<file path="src/rtl/core/etu_pkg.sv">
// Shared types, constants and character classes of the expression tokenizer.
package etu_pkg;

  localparam int MaxTextLen  = 65536;
  localparam int MaxTokenLen = 64;

  localparam int CharW     = 8;
  localparam int KindW     = 4;
  localparam int ErrW      = 2;
  localparam int PosW      = 16;
  localparam int LenW      = 7;
  localparam int TextPosW  = $clog2(MaxTextLen + 1);
  localparam int TokLenW   = $clog2(MaxTokenLen + 1);

  localparam int QueueDepth = 4;
  localparam int QueueAddrW = $clog2(QueueDepth);
  localparam int QueueCntW  = $clog2(QueueDepth + 1);

  localparam logic [CharW-1:0] ChNul    = 8'h00;
  localparam logic [CharW-1:0] ChSpace  = 8'h20;
  localparam logic [CharW-1:0] ChTab    = 8'h09;
  localparam logic [CharW-1:0] ChCr     = 8'h0D;
  localparam logic [CharW-1:0] ChDot    = 8'h2E;
  localparam logic [CharW-1:0] ChMinus  = 8'h2D;
  localparam logic [CharW-1:0] ChOpen   = 8'h28;
  localparam logic [CharW-1:0] ChClose  = 8'h29;
  localparam logic [CharW-1:0] ChPlus   = 8'h2B;
  localparam logic [CharW-1:0] ChStar   = 8'h2A;
  localparam logic [CharW-1:0] ChSlash  = 8'h2F;
  localparam logic [CharW-1:0] ChComma  = 8'h2C;
  localparam logic [CharW-1:0] ChZero   = 8'h30;
  localparam logic [CharW-1:0] ChNine   = 8'h39;
  localparam logic [CharW-1:0] ChLowA   = 8'h61;
  localparam logic [CharW-1:0] ChLowZ   = 8'h7A;
  localparam logic [CharW-1:0] ChUpA    = 8'h41;
  localparam logic [CharW-1:0] ChUpZ    = 8'h5A;

  typedef enum logic [KindW-1:0] {
    KIND_OPEN   = 4'd0,
    KIND_CLOSE  = 4'd1,
    KIND_NUMBER = 4'd2,
    KIND_PLUS   = 4'd3,
    KIND_MINUS  = 4'd4,
    KIND_MULT   = 4'd5,
    KIND_DIV    = 4'd6,
    KIND_IDENT  = 4'd7,
    KIND_COMMA  = 4'd8,
    KIND_END    = 4'd9
  } token_kind_e;

  typedef enum logic [ErrW-1:0] {
    ERR_NONE    = 2'd0,
    ERR_NUMBER  = 2'd1,
    ERR_UNKNOWN = 2'd2,
    ERR_LONG    = 2'd3
  } error_code_e;

  typedef enum logic [1:0] {
    MODE_IDLE   = 2'd0,
    MODE_NUMBER = 2'd1,
    MODE_IDENT  = 2'd2
  } scan_mode_e;

  typedef struct packed {
    scan_mode_e          mode;
    logic                sign_allowed;
    logic [1:0]          dot_count;
    logic                last_was_dot;
    logic [PosW-1:0]     token_start;
    logic [TokLenW-1:0]  token_len;
    logic [TextPosW-1:0] text_pos;
    logic                halted;
  } scan_state_t;

  typedef struct packed {
    token_kind_e     kind;
    error_code_e     err;
    logic [PosW-1:0] start;
    logic [LenW-1:0] len;
    logic            last;
  } result_t;

  // Up to two results per character, in delivery order.
  typedef struct packed {
    logic [1:0] count;
    result_t    first;
    result_t    second;
  } step_results_t;

  function automatic scan_state_t reset_state();
    scan_state_t s;
    s              = '0;
    s.mode         = MODE_IDLE;
    s.sign_allowed = 1'b1;
    return s;
  endfunction

  function automatic logic is_digit(logic [CharW-1:0] c);
    return (c >= ChZero) && (c <= ChNine);
  endfunction

  function automatic logic is_alpha(logic [CharW-1:0] c);
    return ((c >= ChLowA) && (c <= ChLowZ)) || ((c >= ChUpA) && (c <= ChUpZ));
  endfunction

  function automatic logic is_space(logic [CharW-1:0] c);
    return (c == ChSpace) || ((c >= ChTab) && (c <= ChCr));
  endfunction

endpackage

</file>
<file path="src/rtl/core/expression_tokenizer_unit.sv">
// Top level of the streaming arithmetic expression tokenizer.
//
//   Channel   Direction  Handshake                 Payload
//   input     in         in_valid_i / in_stall_o   character_i, end_of_text_i
//   result    out        out_valid_o / out_stall_i token_kind_o, error_code_o,
//                                                  start_pos_o, token_length_o, last_o
//
// A character transaction is registered on acceptance and decided once the queue has
// room for two results; its results (none, one or two) enter a four-entry result queue.
// One character is taken per cycle while the queue holds at most two results, so the
// sustained rate is one character per cycle, bounded by one result per cycle.
// Reset is asynchronous and active low; it clears the scanner state and empties the queue.
// A stall on the result side fills the queue and then stalls the input side.
module expression_tokenizer_unit (
  input  logic                          clk_i,
  input  logic                          rst_ni,
  input  logic                          in_valid_i,
  output logic                          in_stall_o,
  input  logic [etu_pkg::CharW-1:0]     character_i,
  input  logic                          end_of_text_i,
  output logic                          out_valid_o,
  input  logic                          out_stall_i,
  output logic [etu_pkg::KindW-1:0]     token_kind_o,
  output logic [etu_pkg::ErrW-1:0]      error_code_o,
  output logic [etu_pkg::PosW-1:0]      start_pos_o,
  output logic [etu_pkg::LenW-1:0]      token_length_o,
  output logic                          last_o
);

  // Input register: holds one character transaction until the queue can take
  // everything it may produce.
  logic                      in_valid_q, in_valid_d;
  logic [etu_pkg::CharW-1:0] char_q;
  logic                      eot_q;
  logic                      in_accept;
  logic                      process;

  // Scanner state, updated once per processed character.
  etu_pkg::scan_state_t  state_q, state_d, step_state;
  etu_pkg::step_results_t step_res, push;

  logic             q_room;
  logic             q_valid;
  etu_pkg::result_t q_head;

  // The held character is processed as soon as two queue slots are free.
  assign process    = in_valid_q && q_room;
  assign in_stall_o = in_valid_q && !q_room;
  assign in_accept  = in_valid_i && !in_stall_o;

  always_comb begin
    in_valid_d = in_valid_q;
    if (in_accept) begin
      in_valid_d = 1'b1;
    end else if (process) begin
      in_valid_d = 1'b0;
    end
  end

  always_ff @(posedge clk_i) begin
    if (in_accept) begin
      char_q <= character_i;
      eot_q  <= end_of_text_i;
    end
  end

  etu_step u_step (
    .state_i       (state_q),
    .character_i   (char_q),
    .end_of_text_i (eot_q),
    .state_o       (step_state),
    .results_o     (step_res)
  );

  assign state_d = process ? step_state : state_q;

  // Nothing enters the queue unless the character is really processed.
  always_comb begin
    push = step_res;
    if (!process) begin
      push.count = 2'd0;
    end
  end

  always_ff @(posedge clk_i or negedge rst_ni) begin
    if (!rst_ni) begin
      in_valid_q <= 1'b0;
      state_q    <= etu_pkg::reset_state();
    end else begin
      in_valid_q <= in_valid_d;
      state_q    <= state_d;
    end
  end

  etu_result_queue u_queue (
    .clk_i   (clk_i),
    .rst_ni  (rst_ni),
    .push_i  (push),
    .pop_i   (q_valid && !out_stall_i),
    .valid_o (q_valid),
    .room_o  (q_room),
    .head_o  (q_head)
  );

  assign out_valid_o    = q_valid;
  assign token_kind_o   = q_head.kind;
  assign error_code_o   = q_head.err;
  assign start_pos_o    = q_head.start;
  assign token_length_o = q_head.len;
  assign last_o         = q_head.last;

endmodule

</file>
<file path="src/rtl/core/etu_step.sv">
// Per-character scanner decision: next scan state and the results it causes.
module etu_step (
  input  etu_pkg::scan_state_t         state_i,
  input  logic [etu_pkg::CharW-1:0]    character_i,
  input  logic                         end_of_text_i,
  output etu_pkg::scan_state_t         state_o,
  output etu_pkg::step_results_t       results_o
);

  etu_pkg::scan_state_t nxt;
  etu_pkg::result_t     pend_res;
  etu_pkg::result_t     char_res;
  logic                 pend_vld;
  logic                 char_vld;
  logic                 eot;
  logic                 malformed;
  logic                 sign_now;
  logic [etu_pkg::PosW-1:0] pos;
  logic [etu_pkg::LenW-1:0] cur_len;

  assign eot       = end_of_text_i || (character_i == etu_pkg::ChNul);
  assign malformed = (state_i.dot_count > 2'd1) || state_i.last_was_dot;
  assign pos       = state_i.text_pos[etu_pkg::PosW-1:0];
  assign cur_len   = etu_pkg::LenW'(state_i.token_len);

  always_comb begin
    nxt      = state_i;
    pend_vld = 1'b0;
    char_vld = 1'b0;
    pend_res = '0;
    char_res = '0;
    sign_now = state_i.sign_allowed;

    if (state_i.halted) begin
      if (eot) begin
        nxt = etu_pkg::reset_state();
      end
    end else if (eot) begin
      // Close the pending token, then the end token unless the number was bad.
      if (state_i.mode == etu_pkg::MODE_NUMBER) begin
        pend_vld = 1'b1;
        pend_res.kind  = malformed ? etu_pkg::KIND_END : etu_pkg::KIND_NUMBER;
        pend_res.err   = malformed ? etu_pkg::ERR_NUMBER : etu_pkg::ERR_NONE;
        pend_res.start = state_i.token_start;
        pend_res.len   = cur_len;
        char_vld       = !malformed;
      end else if (state_i.mode == etu_pkg::MODE_IDENT) begin
        pend_vld = 1'b1;
        pend_res.kind  = etu_pkg::KIND_IDENT;
        pend_res.err   = etu_pkg::ERR_NONE;
        pend_res.start = state_i.token_start;
        pend_res.len   = cur_len;
        char_vld       = 1'b1;
      end else begin
        char_vld = 1'b1;
      end
      char_res.kind  = etu_pkg::KIND_END;
      char_res.err   = etu_pkg::ERR_NONE;
      char_res.start = pos;
      char_res.len   = '0;
      nxt = etu_pkg::reset_state();
    end else if (state_i.text_pos >= etu_pkg::TextPosW'(etu_pkg::MaxTextLen)) begin
      char_vld       = 1'b1;
      char_res.kind  = etu_pkg::KIND_END;
      char_res.err   = etu_pkg::ERR_LONG;
      char_res.start = pos;
      char_res.len   = '0;
      nxt.halted     = 1'b1;
    end else begin
      nxt.text_pos = state_i.text_pos + 1'b1;
      if ((state_i.mode == etu_pkg::MODE_NUMBER) &&
          (etu_pkg::is_digit(character_i) || (character_i == etu_pkg::ChDot))) begin
        if (state_i.token_len >= etu_pkg::TokLenW'(etu_pkg::MaxTokenLen)) begin
          char_vld       = 1'b1;
          char_res.kind  = etu_pkg::KIND_END;
          char_res.err   = etu_pkg::ERR_LONG;
          char_res.start = state_i.token_start;
          char_res.len   = cur_len;
          nxt.halted     = 1'b1;
        end else begin
          nxt.token_len = state_i.token_len + 1'b1;
          if (character_i == etu_pkg::ChDot) begin
            if (state_i.dot_count < 2'd2) begin
              nxt.dot_count = state_i.dot_count + 2'd1;
            end
            nxt.last_was_dot = 1'b1;
          end else begin
            nxt.last_was_dot = 1'b0;
          end
        end
      end else if ((state_i.mode == etu_pkg::MODE_IDENT) && etu_pkg::is_alpha(character_i)) begin
        if (state_i.token_len >= etu_pkg::TokLenW'(etu_pkg::MaxTokenLen)) begin
          char_vld       = 1'b1;
          char_res.kind  = etu_pkg::KIND_END;
          char_res.err   = etu_pkg::ERR_LONG;
          char_res.start = state_i.token_start;
          char_res.len   = cur_len;
          nxt.halted     = 1'b1;
        end else begin
          nxt.token_len = state_i.token_len + 1'b1;
        end
      end else begin
        // The character ends any pending token.
        if (state_i.mode != etu_pkg::MODE_IDLE) begin
          pend_vld       = 1'b1;
          pend_res.start = state_i.token_start;
          pend_res.len   = cur_len;
          pend_res.err   = etu_pkg::ERR_NONE;
          pend_res.kind  = (state_i.mode == etu_pkg::MODE_NUMBER) ? etu_pkg::KIND_NUMBER
                                                                   : etu_pkg::KIND_IDENT;
          nxt.mode       = etu_pkg::MODE_IDLE;
          sign_now       = 1'b0;
          nxt.sign_allowed = 1'b0;
        end
        if ((state_i.mode == etu_pkg::MODE_NUMBER) && malformed) begin
          pend_res.kind = etu_pkg::KIND_END;
          pend_res.err  = etu_pkg::ERR_NUMBER;
          nxt.sign_allowed = state_i.sign_allowed;
          nxt.halted    = 1'b1;
        end else if (etu_pkg::is_space(character_i)) begin
          // Spaces only separate tokens.
        end else if (etu_pkg::is_digit(character_i) ||
                     ((character_i == etu_pkg::ChMinus) && sign_now)) begin
          nxt.mode         = etu_pkg::MODE_NUMBER;
          nxt.token_start  = pos;
          nxt.token_len    = etu_pkg::TokLenW'(1);
          nxt.dot_count    = 2'd0;
          nxt.last_was_dot = 1'b0;
        end else if (etu_pkg::is_alpha(character_i)) begin
          nxt.mode        = etu_pkg::MODE_IDENT;
          nxt.token_start = pos;
          nxt.token_len   = etu_pkg::TokLenW'(1);
        end else begin
          char_vld       = 1'b1;
          char_res.err   = etu_pkg::ERR_NONE;
          char_res.start = pos;
          char_res.len   = etu_pkg::LenW'(1);
          nxt.sign_allowed = 1'b0;
          case (character_i)
            etu_pkg::ChOpen: begin
              char_res.kind    = etu_pkg::KIND_OPEN;
              nxt.sign_allowed = 1'b1;
            end
            etu_pkg::ChClose: char_res.kind = etu_pkg::KIND_CLOSE;
            etu_pkg::ChPlus:  char_res.kind = etu_pkg::KIND_PLUS;
            etu_pkg::ChMinus: char_res.kind = etu_pkg::KIND_MINUS;
            etu_pkg::ChStar:  char_res.kind = etu_pkg::KIND_MULT;
            etu_pkg::ChSlash: char_res.kind = etu_pkg::KIND_DIV;
            etu_pkg::ChComma: begin
              char_res.kind    = etu_pkg::KIND_COMMA;
              nxt.sign_allowed = 1'b1;
            end
            default: begin
              char_res.kind    = etu_pkg::KIND_END;
              char_res.err     = etu_pkg::ERR_UNKNOWN;
              nxt.sign_allowed = sign_now;
              nxt.halted       = 1'b1;
            end
          endcase
        end
      end
    end
  end

  always_comb begin
    results_o.count = {1'b0, pend_vld} + {1'b0, char_vld};
    results_o.first = pend_vld ? pend_res : char_res;
    results_o.first.last  = !(pend_vld && char_vld);
    results_o.second      = char_res;
    results_o.second.last = 1'b1;
  end

  assign state_o = nxt;

endmodule

</file>
<file path="src/rtl/core/etu_result_queue.sv">
// Small result queue: takes up to two results a cycle, hands out one a cycle.
module etu_result_queue (
  input  logic                   clk_i,
  input  logic                   rst_ni,
  input  etu_pkg::step_results_t push_i,
  input  logic                   pop_i,
  output logic                   valid_o,
  output logic                   room_o,
  output etu_pkg::result_t       head_o
);

  etu_pkg::result_t entries_q [etu_pkg::QueueDepth];
  logic [etu_pkg::QueueAddrW-1:0] wr_ptr_q, wr_ptr_d;
  logic [etu_pkg::QueueAddrW-1:0] rd_ptr_q, rd_ptr_d;
  logic [etu_pkg::QueueCntW-1:0]  count_q, count_d;
  logic [etu_pkg::QueueAddrW-1:0] wr_ptr_next;

  assign wr_ptr_next = wr_ptr_q + 1'b1;
  assign valid_o     = (count_q != '0);
  assign room_o      = (count_q <= etu_pkg::QueueCntW'(etu_pkg::QueueDepth - 2));
  assign head_o      = entries_q[rd_ptr_q];

  assign wr_ptr_d = wr_ptr_q + etu_pkg::QueueAddrW'(push_i.count);
  assign rd_ptr_d = rd_ptr_q + etu_pkg::QueueAddrW'(pop_i);
  assign count_d  = count_q + etu_pkg::QueueCntW'(push_i.count)
                            - etu_pkg::QueueCntW'(pop_i);

  always_ff @(posedge clk_i) begin
    if (push_i.count != 2'd0) begin
      entries_q[wr_ptr_q] <= push_i.first;
    end
    if (push_i.count == 2'd2) begin
      entries_q[wr_ptr_next] <= push_i.second;
    end
  end

  always_ff @(posedge clk_i or negedge rst_ni) begin
    if (!rst_ni) begin
      wr_ptr_q <= '0;
      rd_ptr_q <= '0;
      count_q  <= '0;
    end else begin
      wr_ptr_q <= wr_ptr_d;
      rd_ptr_q <= rd_ptr_d;
      count_q  <= count_d;
    end
  end

endmodule

</file>
<file path="config.mk">
export PLATFORM = sky130hd
export DESIGN_NAME = expression_tokenizer_unit
export DESIGN_NICKNAME = d
export VERILOG_FILES = /design/src/rtl/core/etu_pkg.sv /design/src/rtl/core/expression_tokenizer_unit.sv /design/src/rtl/core/etu_step.sv /design/src/rtl/core/etu_result_queue.sv
export SDC_FILE = /design/constraint.sdc
export NUM_CORES = 1
export LEC_CHECK = 0
export ABC_AREA = 1
export BUFFER_PORTS_ARGS = -buffer_cell sky130_fd_sc_hd__buf_2
export CAP_MARGIN = 20
export CORE_ASPECT_RATIO = 0.9
export CORE_MARGIN = 2
export CORE_UTILIZATION = 45
export DETAILED_ROUTE_END_ITERATION = 7
export PLACE_DENSITY = 0.6
export SLEW_MARGIN = 20
export SYNTH_ARGS = -nofsm -noshare
export SYNTH_HDL_FRONTEND = slang
export SYNTH_SLANG_ARGS = --single-unit
export TNS_END_PERCENT = 10
</file>
<file path="constraint.sdc">
create_clock -name clk_i -period 11.31 [get_ports clk_i]
set_input_delay 2.262 -clock clk_i [delete_from_list [all_inputs] [get_ports clk_i]]
set_output_delay 2.262 -clock clk_i [all_outputs]
set_load 0.005 [all_outputs]
</file>
Word-level counts from Yosys, hierarchy flattened
Memories as Yosys holds them, arrays and structs flattened.
Cells that the tools add are included.
Word-level totals
  memory bits (writable): 120
  flip-flop bits (word level): 64
  memories kept: 1
  output and inout port bits: 32
Memory list
  u_queue.entries_q: words 4, width 30, rd ports 1, clocked after memory_dff 0, write ports 2, RTL line etu_result_queue.sv:12  | etu_pkg::result_t entries_q [etu_pkg::QueueDepth];
Cells by class
  mux-type cells: 98
  add/sub/neg operators: 9
  eq/ne operators: 26
  reductions and logical operators: 42
  $lt $le $gt $ge: 13
Operators with widths (number)
  $mux 29: 18
  $mux 47: 3
  $eq 8x6->1 const B: 9
  $mux 23: 2
  $mux 46: 1
  $mux 1: 44
  $mux 3: 11
  $mux 30: 1
  $mux 28: 1
  $pmux 4 s7: 1
  $mux 26: 1
  $mux 22: 1
  $mux 7: 3
  $add 17x1->17 const B: 1
  $ge 17x17->1 const B: 1
  $ge 8x7->1 const B: 2
  $le 8x7->1 const B: 2
  $mux 16: 1
  $reduce_and 8->1: 2
  $mux 2: 7
  $logic_and 1x1->1: 13
  $ne 2x1->1 const B: 6
  $ne 3x1->1 const B: 4
  $reduce_and 6->1: 2
  34 further kinds: 51

Logic depth before layout (Yosys ltp)
  depth in word-level cells: 24
  gate-level depth with buffers: 23

Cells and area by module
A second synthesis with hierarchy kept.
Unflattened totals
  cells, all modules: 1753
  area total of the unflattened synthesis: 12330.6 um^2
By module, submodules not included
  etu_result_queue: area each 7101.8 um^2, cells each 897, seq. area each 3778.6 um^2, instances 1
  etu_step: area each 3004.1 um^2, cells each 628, seq. area each 0.0 um^2, instances 1
  expression_tokenizer_unit: area each 2224.6 um^2, cells each 228, seq. area each 1472.7 um^2, instances 1

Worst setup path after synthesis
OpenSTA, ideal clock, no wires.
  path kind: register to register
  from: reg state_q[46] in the netlist's numbering
  to: mem u_queue.entries_q[0][10] in the netlist's numbering (enable)
  period minus slack after synthesis: 3868 ps
  setup time: 387 ps
  path buffers: 1
  arrival: 3481 ps
  setup slack: 7442 ps
  cell stages (with the launch flop): 18
  cell sequence: dfrtp_1 inv_1 ha_1 inv_1 nor2_1 nor2_2 nand3_2 nand2_2 buf_6 o21ai_0 inv_1 ha_1 inv_1 a21oi_2 inv_1 nor2_1 inv_1 nand2_1
RTL lines
  start, declared: RTL line expression_tokenizer_unit.sv:39  | etu_pkg::scan_state_t state_q, state_d, step_state;
  start signal, assigned: RTL line expression_tokenizer_unit.sv:88  | state_q <= etu_pkg::reset_state();
  start signal, assigned: RTL line expression_tokenizer_unit.sv:91  | state_q <= state_d;
  end, declared: RTL line etu_result_queue.sv:12

Worst setup path after layout
  from: reg u_queue.rd_ptr_q[1] in the netlist's numbering
  to: out token_kind_o[0] in the netlist's numbering
On the way
  cells in the longest elaborated chain, start to end: 1
RTL lines
  start, declared: RTL line etu_result_queue.sv:14  | logic [etu_pkg::QueueAddrW-1:0] rd_ptr_q, rd_ptr_d;
  start signal, assigned: RTL line etu_result_queue.sv:44  | rd_ptr_q <= rd_ptr_d;
  $mem_v2 4x30
  end, declared: RTL line expression_tokenizer_unit.sv:23  | output logic [etu_pkg::KindW-1:0] token_kind_o,
No other way between the ends.

==> key figures <==
Cells and area
  – Layout area overhead: 9.535%
  – Final std cells w/o fill: 1,604
  – Diodes inserted: 0
  – Post-layout net count: between 1,000 and 1,500
  – Share of layout cells above drive strength 1: 0.1217
  – Filler Cells Inserted: 2,155

Critical path
  – Startpoint types: flop
  – Required time worst endpoint: 9.05 ns
  – CP endpoint kind: output port
  – Crit-path leading delay family: buffers and inverters
  – Path depth of the worst reg2reg path: 19
  – CP cell instances: buf_4 > inv_1 > o21ai_0 > o22ai_1 > buf_2
  – WP data arrival: 2.56 ns
  – Critical-path top delay cell: inv_1
  – CP max stage delay: roughly 0.78 ns
  – Crit-path max FO: 32
  – Reg2reg end: u_queue.entries_q[2][25]
  – R2r setup slk: 6.80 ns
  – Reg2reg start: state_q[46]
  – Setup CP Type: flop to output port
  – Buffers and inverters on the worst path: 3

Pwr
  – Comb pwr share: 0.383
  – Leakage: 5.001 nW
  – Power Dens Cells: roughly 220 nW/µm²
  – Switching share of power: 0.4151
  – Psw: 1.029 mW
  – Internal: approximately 1.4 mW
  – Clock power frac: 0.243
  – Maximum vdd drop: 137.2 µV
  – Register share of total power: 0.374

Global routing
  – First-pass GRT wire length: 44.30 mm
  – Vias in the first global route: 8,095
  – Aggregate global routing overflow: 0
  – GRT Overall Usage: 0.2376
  – Initial antenna violation count: 0
  – Largest net degree at the start of global routing: 62

Placement
  – PortBufs: 44
  – Post-DP HPWL: 17.81 mm
  – Dpl cells: approximately 1,600
  – Global placement routability congestion: 0.9267

STA
  – Post-route minimum period: 4.824 ns
  – Setup_tns: 0 ns
  – RSZ-0062 raised after global routing: no
  – Achievable Freq: 207.3 MHz
  – Fin crit share: 0.4266
  – Setup violators final: 0
  – Worst rel slew slack: 0.2683
  – Final hold viol count: 0
  – Max-slew violations: 0
  – Clock skew: roughly 0.013 ns
  – Worst Tran Pin Value: 1.096 ns

Die
  – Row count: 52
  – DIE AREA: 24,180 µm²
  – Core area: 22,510 µm²
  – Die Span X: around 160 µm
  – Initial Util: 0.4588
  – Die height: about 150 µm
  – Num ports: 45

Clock network
  – Num Clock Sinks: 184
  – Worst skew pair latency: 0.44 ns
  – CTS tree: built
  – Buffer levels on the longest clock path: 2
  – Clock Pin Slew Worst Setup and Hold Paths: 0.07 ns
  – H-Tree Depth: 4
  – Setup Buffers After CTS: 0
  – Cts repair resizes: 0
  – CTS Buf Count: 17
  – Hold-fix buffers, CTS: 0
  – CTS Root Cell: clkbuf_16

Hold path
  – Critical hold path startpoint: u_queue.entries_q[2][0]
  – Hold depth: 2
  – Min-Delay Path Class: flop to flop
  – Hold Path End: u_queue.entries_q[2][0]

Logic synthesis
  – Synth warn: 0
  – Post-synth top area cell: edfxtp_1
  – Synth Register Bits: 184
  – Post-synthesis sequential area ratio: 0.5046
  – Mapped cell area: roughly 10,000 µm²
  – Post-synth top area share: 0.3635
  – EDFF count, synth: 125
  – Post-synth top cells: nand2_1, nor2_1, edfxtp_1
  – Cell with the most instances after synthesis: nand2_1
  – Post-synth ARST share: 0.2989
  – Syn_nets: around 1,300
  – Top cells by area, synth: edfxtp_1, nand2_1, dfrtp_1
  – Dominant synthesized flop cell: edfxtp_1
  – Avg Synthesized Cell Area: 8.119 µm²
  – Cells after Synth: 1,272
  – Unique masters post-synth: 45

Drt
  – Wire per inst: 17.03 µm
  – Drt first-iter violations: 791
  – 1st-pass router iterations: 5
  – Vias: approximately 8,700
  – Total Wirelength: 27.31 mm
  – Post-DRT Antenna Nets: 0
  – DRC violations left: 0
  – Via/cell ratio: 5.394

Status
  – Run status: completed

Flow run
  – Max Cap Viol: 0
[cells in the final DEF (no fill, tap or decap), drive strengths merged, types with 2 or more instances in the layout]
master,n
nand2,455
nor2,148
o21ai,129
edfxtp,125
nand3,99
inv,96
dfrtp,54
buf,53
o22ai,31
a21oi,30
clkbuf,17
ha,16
nor3,10
nand4,7
clkinv,7
xor2,6
dfxtp,4
o31ai,3
o21a,3
nor4,2
clkinvlp,2
[sequential cells by signal (all words and copies together), names as in the netlist]
register and flops:
u_queue.count_q 3, state_q 47, char_q 8, u_queue.rd_ptr_q 2, u_queue.wr_ptr_q 2, eot_q 1
u_queue.entries_q 120, in_valid_q 1
[area by class of cell]
class                   instances  area, µm²  area share
clock inverters                15      156.4     0.01383
inverters                      91      347.8     0.03075
repair buffers                 53      287.8     0.02544
clock buffers                  17      425.4     0.03761
multi-input cells             947       4512      0.3988
well taps                     297      371.6     0.03285
flip-flops and latches        184       5211      0.4607
[through the flow]
step,cell area [µm²],setup WS [ns],hold slack (ns),util,power (mW)
finish,11310,6.486,0.4749,0.5025,2.478
global route,11310,6.139,0.4857,0.5025,2.648
CTS,11310,6.449,0.4768,0.5025,2.487
detailed placement,10730,6.836,0.4597,0.4767,1.893
global placement,10730,6.940,0.4614,0.4767,1.884
floorplan,10330,7.442,0.4349,-,1.573
[routing by layer]
metal  global-route usage  vias to the layer above  wire, µm
met2               0.3618                      339     12150
met4              0.05044                        0       311
met5                    0                        -         0
met3              0.04742                       26      2229
li1                     -                     4269         -
met1               0.3530                     4018     12620
[worst min-delay path: cells and delay by family, from the launching register on]
kind | cells | cell delay (ns)
flip-flops | 1 | 0.33
AND/OR/NAND/NOR | 2 | 0.12
[how the worst max path moves through the flow]
stage,from,to,slack [ns],cells past startpoint
6_report,u_queue.rd_ptr_q[1],token_kind_o[0],6.49,5
5_1_grt,u_queue.rd_ptr_q[1],token_kind_o[0],6.14,5
4_1_cts,u_queue.rd_ptr_q[1],token_kind_o[0],6.45,5
3_5_place_dp,state_q[46],u_queue.entries_q[2][25],6.84,19
3_3_place_gp,state_q[46],u_queue.entries_q[2][25],6.94,19
2_1_floorplan,state_q[46],u_queue.entries_q[0][10],7.44,17
[kinds of logic (layout without fill, tap and decap cells)]
kind of cell               Yosys count  in the layout  synth area share
xor gates and xnor gates             7              7          0.005937
DFF                                184            184            0.5046
buffers and inverters              141            176           0.05949
adders and majority gates           17             17           0.02132
and+or+nand+nor                    722            722            0.3037
AOI/OAI and AO/OA                  201            201            0.1049
[power by group through the flow]
stage | sequential [mW] | clock [mW] | combinational (mW)
after floorplan | 0.921 | 0 | 0.652
after global placement | 0.941 | 0 | 0.943
after detailed placement | 0.943 | 0 | 0.950
after CTS | 0.928 | 0.606 | 0.953
after global routing | 0.940 | 0.634 | 1.07
final | 0.928 | 0.601 | 0.949
Power figures use the tool's default switching activity.
